--- config.mk ---
export PLATFORM = sky130hd
export DESIGN_NAME = rgb565_hue_rotate
export DESIGN_NICKNAME = d
export VERILOG_FILES = /design/src/rtl/rhr_pkg.sv /design/src/rtl/rhr_front.sv /design/src/rtl/rhr_divider.sv /design/src/rtl/rhr_back.sv /design/src/rtl/rgb565_hue_rotate.sv
export SDC_FILE = /design/constraint.sdc
export NUM_CORES = 2
export LEC_CHECK = 0
export BUFFER_PORTS_ARGS = -buffer_cell sky130_fd_sc_hd__buf_4
export CORE_UTILIZATION = 40
export DETAILED_ROUTE_END_ITERATION = 8
export MAX_ROUTING_LAYER = met4
export SLEW_MARGIN = 0
export SYNTH_ARGS = -nofsm -noshare
export SYNTH_HDL_FRONTEND = slang
export SYNTH_SLANG_ARGS = --single-unit
--- constraint.sdc ---
create_clock -name clk -period 93.1 [get_ports clk]
set_clock_uncertainty 0.1 [all_clocks]
set_input_delay 4.655 -clock clk [delete_from_list [all_inputs] [get_ports clk]]
set_output_delay 4.655 -clock clk [all_outputs]
set_load 0.005 [all_outputs]
--- src/rtl/rhr_pkg.sv ---
// Shared types, constants and conversion functions for the RGB565 hue rotator.
// No dependencies; every rtl file refers to this package by scoped names.
package rhr_pkg;

    localparam int HUE_SEXT = 3840;   // 60 degrees in 1/64-degree units
    localparam int HUE_FULL = 23040;  // 360 degrees in 1/64-degree units
    localparam int FRAC_W   = 17;     // Q0.16 fraction, 1.0 = 65536
    localparam int DIV_N_W  = 28;     // sector-hue dividend width
    localparam int Q_W      = 12;     // sector-hue quotient width (0..3840)
    localparam int HUE_W    = 15;     // hue width (0..23039)

    typedef enum logic [1:0] {
        MAX_RED,
        MAX_GREEN,
        MAX_BLUE
    } max_ch_t;

    // Per-pixel values that ride alongside the datapath from front to back.
    typedef struct packed {
        logic [15:0]       pixel;
        logic              bypass;
        logic [8:0]        shift;
        logic [FRAC_W-1:0] delta;
        logic [FRAC_W-1:0] mn;
        logic              neg;
        max_ch_t           max_ch;
    } side_t;

    // 5-bit code to Q0.16 fraction, rounded half up.
    // Since 65536 = 31 * 2114 + 2, the quotient is 2114 * code plus a correction
    // of floor((2 * code + 15) / 31), which is 0, 1 or 2.
    function automatic logic [FRAC_W-1:0] frac5(input logic [4:0] code);
        logic [6:0] n;
        logic [1:0] corr;
        n = {1'b0, code, 1'b0} + 7'd15;
        if (n >= 7'd62)
            corr = 2'd2;
        else if (n >= 7'd31)
            corr = 2'd1;
        else
            corr = 2'd0;
        return FRAC_W'(code) * FRAC_W'(2114) + FRAC_W'(corr);
    endfunction

    // 6-bit code to Q0.16 fraction, rounded half up.
    // Since 65536 = 63 * 1040 + 16, the quotient is 1040 * code plus
    // floor((16 * code + 31) / 63), taken by a reciprocal multiplication.
    function automatic logic [FRAC_W-1:0] frac6(input logic [5:0] code);
        logic [10:0] n;
        logic [21:0] p;
        n = {1'b0, code, 4'd0} + 11'd31;
        p = 22'(n) * 22'd1041;
        return FRAC_W'(code) * FRAC_W'(1040) + FRAC_W'(p[21:16]);
    endfunction

    // Q0.16 fraction back to a 5-bit code, rounded half up.
    function automatic logic [4:0] code5(input logic [FRAC_W-1:0] f);
        logic [22:0] p;
        p = ({6'd0, f} << 5) - {6'd0, f} + 23'd32768;
        return p[20:16];
    endfunction

    // Q0.16 fraction back to a 6-bit code, rounded half up.
    function automatic logic [5:0] code6(input logic [FRAC_W-1:0] f);
        logic [23:0] p;
        p = ({7'd0, f} << 6) - {7'd0, f} + 24'd32768;
        return p[21:16];
    endfunction

endpackage

--- src/rtl/rhr_front.sv ---
// Front end of the hue rotator: unpack, fractions, max/min and the divider dividend.
// Depends on rhr_pkg.
module rhr_front (
    input  logic                         clk,
    input  logic                         rst_n,
    input  logic                         en,
    input  logic                         in_valid,
    input  logic [15:0]                  pixel,
    input  logic [8:0]                   shift,
    output logic                         out_valid,
    output rhr_pkg::side_t               side,
    output logic [rhr_pkg::DIV_N_W-1:0]  dividend
);

    logic                        v1_reg, v2_reg, v3_reg;
    logic [15:0]                 pix1_reg;
    logic [8:0]                  sh1_reg;
    logic [rhr_pkg::FRAC_W-1:0]  rf1_reg, gf1_reg, bf1_reg;
    rhr_pkg::side_t              side2_reg, side3_reg, side2_next;
    logic [rhr_pkg::FRAC_W-1:0]  mag2_reg, mag2_next;
    logic [rhr_pkg::DIV_N_W-1:0] div3_reg, div3_next;

    logic [rhr_pkg::FRAC_W-1:0]  mx, mn;
    logic [rhr_pkg::FRAC_W:0]    diff;

    always_ff @(posedge clk or negedge rst_n)
    begin
        if (!rst_n)
        begin
            v1_reg <= 1'b0;
            v2_reg <= 1'b0;
            v3_reg <= 1'b0;
        end
        else if (en)
        begin
            v1_reg <= in_valid;
            v2_reg <= v1_reg;
            v3_reg <= v2_reg;
        end
    end

    always_ff @(posedge clk)
    begin
        if (en)
        begin
            pix1_reg  <= pixel;
            sh1_reg   <= shift;
            rf1_reg   <= rhr_pkg::frac5(pixel[15:11]);
            gf1_reg   <= rhr_pkg::frac6(pixel[10:5]);
            bf1_reg   <= rhr_pkg::frac5(pixel[4:0]);
            side2_reg <= side2_next;
            mag2_reg  <= mag2_next;
            side3_reg <= side2_reg;
            div3_reg  <= div3_next;
        end
    end

    // Red wins ties for the maximum, then green.
    always_comb
    begin
        side2_next        = '0;
        side2_next.pixel  = pix1_reg;
        side2_next.shift  = sh1_reg;
        side2_next.bypass = (sh1_reg == 9'd0);
        mn = rf1_reg;
        if (gf1_reg < mn)
            mn = gf1_reg;
        if (bf1_reg < mn)
            mn = bf1_reg;
        if (rf1_reg >= gf1_reg && rf1_reg >= bf1_reg)
        begin
            side2_next.max_ch = rhr_pkg::MAX_RED;
            mx   = rf1_reg;
            diff = {1'b0, gf1_reg} - {1'b0, bf1_reg};
        end
        else if (gf1_reg >= bf1_reg)
        begin
            side2_next.max_ch = rhr_pkg::MAX_GREEN;
            mx   = gf1_reg;
            diff = {1'b0, bf1_reg} - {1'b0, rf1_reg};
        end
        else
        begin
            side2_next.max_ch = rhr_pkg::MAX_BLUE;
            mx   = bf1_reg;
            diff = {1'b0, rf1_reg} - {1'b0, gf1_reg};
        end
        side2_next.delta = mx - mn;
        side2_next.mn    = mn;
        side2_next.neg   = diff[rhr_pkg::FRAC_W];
        mag2_next = diff[rhr_pkg::FRAC_W] ? rhr_pkg::FRAC_W'(-diff)
                                          : diff[rhr_pkg::FRAC_W-1:0];
    end

    // Dividend of the rounded sector hue: mag * 3840 + delta / 2.
    always_comb
    begin
        div3_next = rhr_pkg::DIV_N_W'(mag2_reg) * rhr_pkg::DIV_N_W'(rhr_pkg::HUE_SEXT)
                  + rhr_pkg::DIV_N_W'(side2_reg.delta >> 1);
    end

    assign out_valid = v3_reg;
    assign side      = side3_reg;
    assign dividend  = div3_reg;

endmodule

--- src/rtl/rhr_divider.sv ---
// Pipelined restoring divider for the sector hue, one quotient bit per stage.
// Depends on rhr_pkg; the side information travels with each quotient.
module rhr_divider (
    input  logic                         clk,
    input  logic                         rst_n,
    input  logic                         en,
    input  logic                         in_valid,
    input  rhr_pkg::side_t               in_side,
    input  logic [rhr_pkg::DIV_N_W-1:0]  dividend,
    output logic                         out_valid,
    output rhr_pkg::side_t               out_side,
    output logic [rhr_pkg::Q_W-1:0]      quotient
);

    localparam int NS = rhr_pkg::Q_W;

    logic [NS-1:0]               vld_reg;
    logic [rhr_pkg::DIV_N_W-1:0] rem_reg [NS];
    logic [NS-1:0]               q_reg   [NS];
    rhr_pkg::side_t              side_reg [NS];

    for (genvar s = 0; s < NS; s++)
    begin : g_stage
        logic                        v_prev;
        logic [rhr_pkg::DIV_N_W-1:0] rem_prev, rem_next;
        logic [NS-1:0]               q_prev, q_next;
        rhr_pkg::side_t              side_prev;
        logic [rhr_pkg::DIV_N_W:0]   trial;

        if (s == 0)
        begin : g_first
            assign v_prev    = in_valid;
            assign rem_prev  = dividend;
            assign q_prev    = '0;
            assign side_prev = in_side;
        end
        else
        begin : g_rest
            assign v_prev    = vld_reg[s-1];
            assign rem_prev  = rem_reg[s-1];
            assign q_prev    = q_reg[s-1];
            assign side_prev = side_reg[s-1];
        end

        // Stage s decides quotient bit NS-1-s.
        always_comb
        begin
            trial    = (rhr_pkg::DIV_N_W+1)'(side_prev.delta) << (NS - 1 - s);
            rem_next = rem_prev;
            q_next   = q_prev;
            if ({1'b0, rem_prev} >= trial)
            begin
                rem_next          = rem_prev - trial[rhr_pkg::DIV_N_W-1:0];
                q_next[NS-1-s]    = 1'b1;
            end
        end

        always_ff @(posedge clk or negedge rst_n)
        begin
            if (!rst_n)
                vld_reg[s] <= 1'b0;
            else if (en)
                vld_reg[s] <= v_prev;
        end

        always_ff @(posedge clk)
        begin
            if (en)
            begin
                rem_reg[s]  <= rem_next;
                q_reg[s]    <= q_next;
                side_reg[s] <= side_prev;
            end
        end
    end

    assign out_valid = vld_reg[NS-1];
    assign out_side  = side_reg[NS-1];
    assign quotient  = q_reg[NS-1];

endmodule

--- src/rtl/rhr_back.sv ---
// Back end of the hue rotator: hue assembly, rotation, six-sector HSV-to-RGB, repacking.
// Depends on rhr_pkg; the last stage is the output register of the block.
module rhr_back (
    input  logic                     clk,
    input  logic                     rst_n,
    input  logic                     en,
    input  logic                     in_valid,
    input  rhr_pkg::side_t           in_side,
    input  logic [rhr_pkg::Q_W-1:0]  quotient,
    output logic                     out_valid,
    output logic [15:0]              pixel
);

    localparam int NB = 7;

    logic [NB-1:0]  vld_reg;
    rhr_pkg::side_t side_reg [NB];

    logic [rhr_pkg::HUE_W-1:0]  h1_reg, h1_next;
    logic [rhr_pkg::HUE_W-1:0]  hu2_reg, hu2_next;
    logic [16:0]                sum2;
    logic [2:0]                 sec3_reg, sec4_reg, sec5_reg, sec6_reg, sec3_next;
    logic [11:0]                w3_reg, w3_next, off3;
    logic [28:0]                p4_reg, p4_next;
    logic [19:0]                x5_reg, x5_next;
    logic [16:0]                q5_reg, q5_next;
    logic [32:0]                prod5;
    logic [16:0]                xv6_reg, xv6_next;
    logic [20:0]                rem6;
    logic [15:0]                pix7_reg, pix7_next;
    logic [rhr_pkg::FRAC_W-1:0] ro, go, bo;

    always_ff @(posedge clk or negedge rst_n)
    begin
        if (!rst_n)
            vld_reg <= '0;
        else if (en)
            vld_reg <= {vld_reg[NB-2:0], in_valid};
    end

    always_ff @(posedge clk)
    begin
        if (en)
        begin
            side_reg[0] <= in_side;
            for (int i = 1; i < NB; i++)
                side_reg[i] <= side_reg[i-1];
            h1_reg   <= h1_next;
            hu2_reg  <= hu2_next;
            sec3_reg <= sec3_next;
            w3_reg   <= w3_next;
            sec4_reg <= sec3_reg;
            p4_reg   <= p4_next;
            sec5_reg <= sec4_reg;
            x5_reg   <= x5_next;
            q5_reg   <= q5_next;
            sec6_reg <= sec5_reg;
            xv6_reg  <= xv6_next;
            pix7_reg <= pix7_next;
        end
    end

    // Hue from the sector quotient; a negative red-sector hue wraps by a full turn.
    always_comb
    begin
        h1_next = '0;
        if (in_side.delta != '0)
        begin
            case (in_side.max_ch)
                rhr_pkg::MAX_RED:
                    if (in_side.neg && quotient != '0)
                        h1_next = rhr_pkg::HUE_W'(rhr_pkg::HUE_FULL) - rhr_pkg::HUE_W'(quotient);
                    else
                        h1_next = rhr_pkg::HUE_W'(quotient);
                rhr_pkg::MAX_GREEN:
                    if (in_side.neg)
                        h1_next = rhr_pkg::HUE_W'(2 * rhr_pkg::HUE_SEXT)
                                - rhr_pkg::HUE_W'(quotient);
                    else
                        h1_next = rhr_pkg::HUE_W'(2 * rhr_pkg::HUE_SEXT)
                                + rhr_pkg::HUE_W'(quotient);
                default:
                    if (in_side.neg)
                        h1_next = rhr_pkg::HUE_W'(4 * rhr_pkg::HUE_SEXT)
                                - rhr_pkg::HUE_W'(quotient);
                    else
                        h1_next = rhr_pkg::HUE_W'(4 * rhr_pkg::HUE_SEXT)
                                + rhr_pkg::HUE_W'(quotient);
            endcase
        end
    end

    // Rotation; the sum stays below three full turns.
    always_comb
    begin
        sum2 = 17'(h1_reg) + {2'd0, side_reg[0].shift, 6'd0};
        if (sum2 >= 17'(2 * rhr_pkg::HUE_FULL))
            hu2_next = rhr_pkg::HUE_W'(sum2 - 17'(2 * rhr_pkg::HUE_FULL));
        else if (sum2 >= 17'(rhr_pkg::HUE_FULL))
            hu2_next = rhr_pkg::HUE_W'(sum2 - 17'(rhr_pkg::HUE_FULL));
        else
            hu2_next = rhr_pkg::HUE_W'(sum2);
    end

    // Sector and the ramp weight 3840 - |(hue mod 7680) - 3840|.
    always_comb
    begin
        if (hu2_reg >= rhr_pkg::HUE_W'(5 * rhr_pkg::HUE_SEXT))
            sec3_next = 3'd5;
        else if (hu2_reg >= rhr_pkg::HUE_W'(4 * rhr_pkg::HUE_SEXT))
            sec3_next = 3'd4;
        else if (hu2_reg >= rhr_pkg::HUE_W'(3 * rhr_pkg::HUE_SEXT))
            sec3_next = 3'd3;
        else if (hu2_reg >= rhr_pkg::HUE_W'(2 * rhr_pkg::HUE_SEXT))
            sec3_next = 3'd2;
        else if (hu2_reg >= rhr_pkg::HUE_W'(rhr_pkg::HUE_SEXT))
            sec3_next = 3'd1;
        else
            sec3_next = 3'd0;
        off3 = 12'(hu2_reg - rhr_pkg::HUE_W'(sec3_next)
                           * rhr_pkg::HUE_W'(rhr_pkg::HUE_SEXT));
        w3_next = sec3_next[0] ? 12'(rhr_pkg::HUE_SEXT) - off3 : off3;
    end

    // Product for the secondary channel, rounded by half a sector.
    always_comb
    begin
        p4_next = 29'(side_reg[2].delta) * 29'(w3_reg) + 29'(rhr_pkg::HUE_SEXT / 2);
    end

    // Division by 3840 = 256 * 15: shift, then a reciprocal estimate that is low by at most two.
    always_comb
    begin
        x5_next = p4_reg[27:8];
        prod5   = 33'(x5_next) * 33'd4369;
        q5_next = prod5[32:16];
    end

    always_comb
    begin
        rem6 = 21'(x5_reg) - ((21'(q5_reg) << 4) - 21'(q5_reg));
        if (rem6 >= 21'd30)
            xv6_next = q5_reg + 17'd2;
        else if (rem6 >= 21'd15)
            xv6_next = q5_reg + 17'd1;
        else
            xv6_next = q5_reg;
    end

    // Six-sector mapping, add the minimum back and requantize; a bypassed pixel passes unchanged.
    always_comb
    begin
        ro = '0;
        go = '0;
        bo = '0;
        case (sec6_reg)
            3'd0: begin ro = side_reg[5].delta; go = xv6_reg; end
            3'd1: begin ro = xv6_reg; go = side_reg[5].delta; end
            3'd2: begin go = side_reg[5].delta; bo = xv6_reg; end
            3'd3: begin go = xv6_reg; bo = side_reg[5].delta; end
            3'd4: begin ro = xv6_reg; bo = side_reg[5].delta; end
            default: begin ro = side_reg[5].delta; bo = xv6_reg; end
        endcase
        if (side_reg[5].bypass)
            pix7_next = side_reg[5].pixel;
        else
            pix7_next = {rhr_pkg::code5(ro + side_reg[5].mn),
                         rhr_pkg::code6(go + side_reg[5].mn),
                         rhr_pkg::code5(bo + side_reg[5].mn)};
    end

    assign out_valid = vld_reg[NB-1];
    assign pixel     = pix7_reg;

endmodule

--- src/rtl/rgb565_hue_rotate.sv ---
// Top level of the RGB565 hue rotator: configuration register and pipeline assembly.
// Depends on rhr_pkg, rhr_front, rhr_divider and rhr_back.
//
// This block rotates the hue of a stream of RGB565 pixels by hue_shift degrees. It accepts
// one pixel beat per clock and delivers one pixel beat per clock unless out_ready stalls the
// output. Its pipeline holds three front stages (unpack, max/min, dividend), twelve divider
// stages that resolve one bit of the sector hue each, and seven back stages (hue, rotation,
// sector, ramp product, two for the division by 3840, repack), the last of which is the
// output register. The whole pipeline advances whenever the output register is empty or
// being drained, so a stall on out_ready freezes every stage in place and no beat is lost or
// duplicated. A hue_shift of zero passes pixels through unchanged, though still through every
// stage. Write hue_shift only while no beats are in flight.
module rgb565_hue_rotate (
    input  logic        clk,
    input  logic        rst_n,
    input  logic        cfg_wr_en,
    input  logic [8:0]  cfg_wr_data,
    input  logic        in_valid,
    output logic        in_ready,
    input  logic [15:0] pixel_in,
    output logic        out_valid,
    input  logic        out_ready,
    output logic [15:0] pixel_out
);

    logic [8:0] hue_shift_reg;

    // Global advance: every stage moves when the output register can take a new beat.
    logic en;

    logic                         front_valid;
    rhr_pkg::side_t               front_side;
    logic [rhr_pkg::DIV_N_W-1:0]  front_dividend;

    logic                         div_valid;
    rhr_pkg::side_t               div_side;
    logic [rhr_pkg::Q_W-1:0]      div_quotient;

    always_ff @(posedge clk or negedge rst_n)
    begin
        if (!rst_n)
            hue_shift_reg <= '0;
        else if (cfg_wr_en)
            hue_shift_reg <= cfg_wr_data;
    end

    assign en       = !out_valid || out_ready;
    assign in_ready = en;

    rhr_front u_front (
        .clk       (clk),
        .rst_n     (rst_n),
        .en        (en),
        .in_valid  (in_valid),
        .pixel     (pixel_in),
        .shift     (hue_shift_reg),
        .out_valid (front_valid),
        .side      (front_side),
        .dividend  (front_dividend)
    );

    rhr_divider u_divider (
        .clk       (clk),
        .rst_n     (rst_n),
        .en        (en),
        .in_valid  (front_valid),
        .in_side   (front_side),
        .dividend  (front_dividend),
        .out_valid (div_valid),
        .out_side  (div_side),
        .quotient  (div_quotient)
    );

    rhr_back u_back (
        .clk       (clk),
        .rst_n     (rst_n),
        .en        (en),
        .in_valid  (div_valid),
        .in_side   (div_side),
        .quotient  (div_quotient),
        .out_valid (out_valid),
        .pixel     (pixel_out)
    );

endmodule
==> After elaboration in Yosys (flattened, before gate mapping) <==
Memory sizes are Yosys's and may differ from the RTL's.
Index checks and enable logic that the tools add are counted.
{ "totals": {"register_bits": 430, "mem_bits_rw": 1677, "inputBits": 30, "output_inout_bits": 18, "wordCells": 218, "n_memories": 4} }
{ "memory_table": {"columns": ["memory", "depth", "word_bits", "rd", "rd_ports_with_merged_regs", "write_ports", "line_no", "rtl"], "rows": [
  ["u_divider.side_reg", 12, 63, 12, 0, 12, "rhr_divider.sv:20", "rhr_pkg::side_t side_reg [NS];"],
  ["u_back.side_reg", 7, 63, 6, 0, 7, "rhr_back.sv:17", "rhr_pkg::side_t side_reg [NB];"],
  ["u_divider.rem_reg", 12, 28, 11, 0, 12, "rhr_divider.sv:18", "logic [rhr_pkg::DIV_N_W-1:0] rem_reg [NS];"],
  ["u_divider.q_reg", 12, 12, 12, 0, 12, "rhr_divider.sv:19", "logic [NS-1:0] q_reg [NS];"]
]} }
{ "op_classes": {"addsub": 48, "n_mul": 8, "order_cmp": 30, "n_eq_ne": 5, "mux": 58, "n_reduce_logical": 15} }
{ "ops": {"columns": ["op", "count"], "rows": [
  ["$mux 28", 12],
  ["$mux 17", 7],
  ["$pmux 17 s2", 3],
  ["$mux 15", 5],
  ["$sub 21x17->21", 3],
  ["$sub 17x17->18", 3],
  ["$add 17x17->17", 3],
  ["$ge 17x17->1", 3],
  ["$add 21x16->21 const B", 2],
  ["$mux 18", 2],
  ["$add 17x2->17", 2],
  ["$lt 17x17->1", 2],
  ["$mul 20x13->33 const B", 1],
  ["$mul 5x11->16 const B", 2],
  ["$ge 15x14->1 const B", 2],
  ["$pmux 15 s2", 1],
  ["$add 28x11->28 const B", 1],
  ["$add 28x16->28", 1],
  ["$ge 28x17->1", 1],
  ["$ge 28x18->1", 1],
  ["$ge 28x19->1", 1],
  ["$ge 28x20->1", 1],
  ["$ge 28x21->1", 1],
  ["$ge 28x22->1", 1],
  ["other kinds (70)", 103]
]} }

==> Depth between registers and ports, before layout <==
{ "depth": {"depth_word": 10, "depth_mapped": 38, "ltp_nobuf": 34} }

==> Cells and area by module <==
From an unflattened synthesis, not the netlist that was laid out.
{ "unflattened": {"hier_cells": 7380, "area_unflattened_um2": 95846.9} }
{ "modules_own_cells": {"columns": ["module", "n_inst", "cells_each", "area_each_um2", "seq_area_each_um2"], "rows": [
  ["rhr_divider", 1, 3212, 48260.0, 34593.2],
  ["rhr_back", 1, 2642, 30991.0, 13958.4],
  ["rhr_front", 1, 1506, 16218.1, 7252.0],
  ["rgb565_hue_rotate", 1, 20, 377.9, 225.2]
]} }

==> Least setup slack after synthesis <==
Ideal clock, no wire load.
{ "synth_path": {"path_type": "input to register", "from": "input out_ready", "to": "register u_back.vld_reg[0]", "setup_time_ns": 0.226, "t_arrival_ns": 58.897, "required_time_ns": 92.774, "setup_slack_ns": 33.877, "path_stages": 4, "n_path_buf": 2, "cell_sequence": "nand2b_1 -> clkbuf_1 -> buf_1 -> mux2_2"} }
{ "synth_between": {"elab_chain_len": 1} }
{ "synth_lines": {"columns": ["item", "line_no", "rtl"], "rows": [
  ["start: declaration", "rgb565_hue_rotate.sv:22", "input logic out_ready,"],
  ["$logic_or 1x1->1", "rgb565_hue_rotate.sv:47", "assign en = !out_valid || out_ready;"],
  ["via in_ready", "rgb565_hue_rotate.sv:19", "output logic in_ready,"],
  ["end signal: assignment", "rhr_back.sv:38", "vld_reg <= {vld_reg[NB-2:0], in_valid};"],
  ["end: declaration", "rhr_back.sv:16", "logic [NB-1:0] vld_reg;"]
]} }
The timed path passes the listed nets, and every way through them passes these cells.
A chain may end at the register's enable or synchronous reset.

==> Worst setup path after layout <==
{ "layout_path": {"from": "input out_ready", "to": "output in_ready"} }
{ "layout_between": {"elab_chain_len": 1} }
{ "layout_lines": {"columns": ["item", "line_no"], "rows": [
  ["$logic_or 1x1->1", "rgb565_hue_rotate.sv:47"],
  ["end: declaration", "rgb565_hue_rotate.sv:19"]
]} }
Every way passes these cells.

==> summary.txt <==
flop-to-flop setup slack: 84.79 ns
min cycle time layout: 10.42 ns
Syn-to-layout area delta: 11.0%
Total Wirelength: 178000 um
GRT Overall Usage: 0.157
reg-to-reg endpoint: u_front.side2_reg[36]
synthesis-stage register bit count: 1811
HP Class: flop to flop
Site Rows: 176
worst-margin pin slew: 1.42 ns
hold buffer count at CTS: 0
IO Port Bufs: 47
first-pass GRT wire length: 282000 um
vias: 53000
pin count of the biggest net entering global routing: 217
DIE WIDTH: 483 um
Core Area: 0.230 mm2
clk sinks: 1811
cell area after synthesis: 0.0924 mm2
Die ar.: 0.233 mm2
vias in the first global route: 53500
CP required: 88.35 ns
asr flop ratio synth: 0.0171
H-tree lvl count: 4
syn avg cell area: 12.9 um2
Worst Reg-to-Reg Cells: 32
R2R Path Start: u_front.gf1_reg[0]
Largest register FFs: 728
Top cell by count, worst path: buf_4
RSZ-0062 raised after global routing: no
Final nets: 8260
filler cell count: 20600
register area share after synthesis: 0.587
Clock Latency Late Sink: 0.84 ns
WHS Endpoint: u_divider.side_reg[1][233]
Final Max Slew Viols: 0
EDFF count, synth: 1780
CP endpoint kind: primary output
failing checks: max-capacitance violations
CTS Root Cell: clkbuf_16
CP arrival: 5.66 ns
setup violators final: 0
Most used DFF post-synth: edfxtp_1
Syn Inst Count: 7160
min-delay src: u_divider.side_reg[1][170]
share of layout cells above drive strength 1: 0.0622
fmax: 96.0 MHz
slew margin rel.: 0.0299
crit path max fanout: 66
startpoint types: primary input
I/O pin cnt: 48
Max Buffers Root-to-Sink: 3
post-cts sizing count: 0
drt drc: 0
WL/cell: 17.0 um
CP peak stage delay: 0.65 ns
max_cap viols: 1
Hold Path Stages: 0
status: complete, but fails checks
DRT iter0 DRCs: 3224
yosys warns: 0
Worst-path clk slew: 0.06 ns
ratio of final minimum period to clock period: 0.112
critical path, cell by cell: buf_4, nand2b_4, buf_4
TritonCTS clock tree: yes
Hold Vio Cnt, Final: 0
Die Ht: 483 um
Setup CP Type: primary input to primary output
initial antenna violation count: 1
number of buffers created by CTS: 191
Slowest cell on crit path: nand2b_4
unique cell type count in the Yosys netlist: 97
placer congestion estimate: 0.935
vias per cell: 5.06
total gr overflow: 0
DP Wirelength: 130000 um
TritonRoute pass-1 iters: 7
setup TNS after final layout: 0 ns
Detail Route Antenna Nets: 0
Starting Density: 0.402
buffer count from post-CTS setup fixing: 0
[critical path: cells and delay by family]
kind / cells / cell delay (ns)
buffers and inverters: 2 / 0.34
AND/OR/NAND/NOR: 1 / 0.65
[through the flow]
stage | util | cell area (um2) | hold slack, ns | instances | setup WS (ns)
5_1_grt | 0.446 | 103000 | 0.301 | 10500 | 82.53
6_report | 0.446 | 103000 | 0.289 | 10500 | 82.68
3_3_place_gp | 0.420 | 96400 | 0.300 | 10100 | 82.58
2_1_floorplan | - | 92400 | 0.300 | 7161 | 33.88
4_1_cts | 0.446 | 103000 | 0.287 | 10500 | 82.58
3_5_place_dp | 0.420 | 96400 | 0.305 | 10100 | 82.58
[per-layer routing]
metal | routed length [um] | track usage
met5 | 0 | -
met4 | 5090 | 0.0514
met3 | 6040 | 0.0243
met2 | 89600 | 0.271
met1 | 76900 | 0.188
[Yosys cell counts (65+ instances only)]
cell type | instances | area, um2
nand2_1 | 581 | 2180
ha_1 | 691 | 8650
edfxtp_1 | 1780 | 53500
a21oi_1 | 352 | 1760
nand2b_1 | 72 | 450
xor2_1 | 177 | 1550
nor2_1 | 326 | 1220
nand3_1 | 99 | 495
inv_1 | 766 | 2880
nor3_1 | 114 | 571
clkbuf_1 | 122 | 458
xnor2_1 | 276 | 2420
nand4_1 | 65 | 407
nor2b_1 | 103 | 644
a21o_1 | 148 | 1110
o21ai_0 | 323 | 1620
and2_1 | 96 | 601
fa_1 | 238 | 4760
[layout make-up]
cell class	count	area [um2]	share of cell area
flip-flops and latches	1811	54200	0.529
multi-input cells	4443	34800	0.339
clock buffers	235	4990	0.0486
well taps	3026	3790	0.0369
inverters	767	2880	0.0281
clock inverters	102	1170	0.0114
repair buffers	87	716	0.00698
diodes	1	2.50	0.0000244
[logic make-up (layout without fill, tap and decap cells)]
| kind of cell | Yosys count | after routing | synth area share |
|---|---|---|---|
| AOI/OAI and AO/OA | 1278 | 1278 | 0.0876 |
| xor gates and xnor gates | 455 | 455 | 0.0434 |
| adders and majority gates | 930 | 930 | 0.145 |
| buffers and inverters | 907 | 1191 | 0.0372 |
| DFF | 1811 | 1811 | 0.587 |
| muxes | 91 | 91 | 0.0106 |
| other | 1 | 3 | 0.0000406 |
| and+or+nand+nor | 1687 | 1687 | 0.0890 |
[worst max-delay path by stage]
stage / slack (ns) / startpoint / to
floorplan: 33.88 / out_ready / u_back.vld_reg[0]
global placement: 82.58 / out_ready / in_ready
detailed placement: 82.58 / out_ready / in_ready
CTS: 82.58 / out_ready / in_ready
global route: 82.53 / out_ready / in_ready
finish: 82.68 / out_ready / in_ready
[layout by cell type (no fill, tap or decap), types with 15 or more instances in the layout]
cell / instances
edfxtp_1: 1780
inv_1: 766
ha_1: 691
nand2_1: 581
a21oi_1: 349
nor2_1: 326
o21ai_0: 323
xnor2_1: 276
fa_1: 238
clkbuf_16: 192
xor2_1: 177
a21o_1: 148
nor3_1: 113
nor2b_1: 102
nand3_1: 99
and2_1: 95
buf_4: 82
nand2b_1: 71
nand4_1: 65
mux2_2: 52
nor4_1: 51
o21a_1: 49
a31oi_1: 49
or3_1: 44
o21bai_1: 41
clkbuf_1: 41
mux2i_1: 39
o31ai_1: 39
a22o_1: 35
a211oi_1: 35
and3_1: 34
dfrtp_1: 31
clkinv_1: 30
clkinv_2: 25
o21ai_1: 23
nand3b_1: 16
and4_1: 16
or2_2: 15
a21boi_0: 15
a2111oi_0: 15
Power is not shown: default switching activity piles up to over one toggle a cycle in this logic, so the estimate is an artifact.
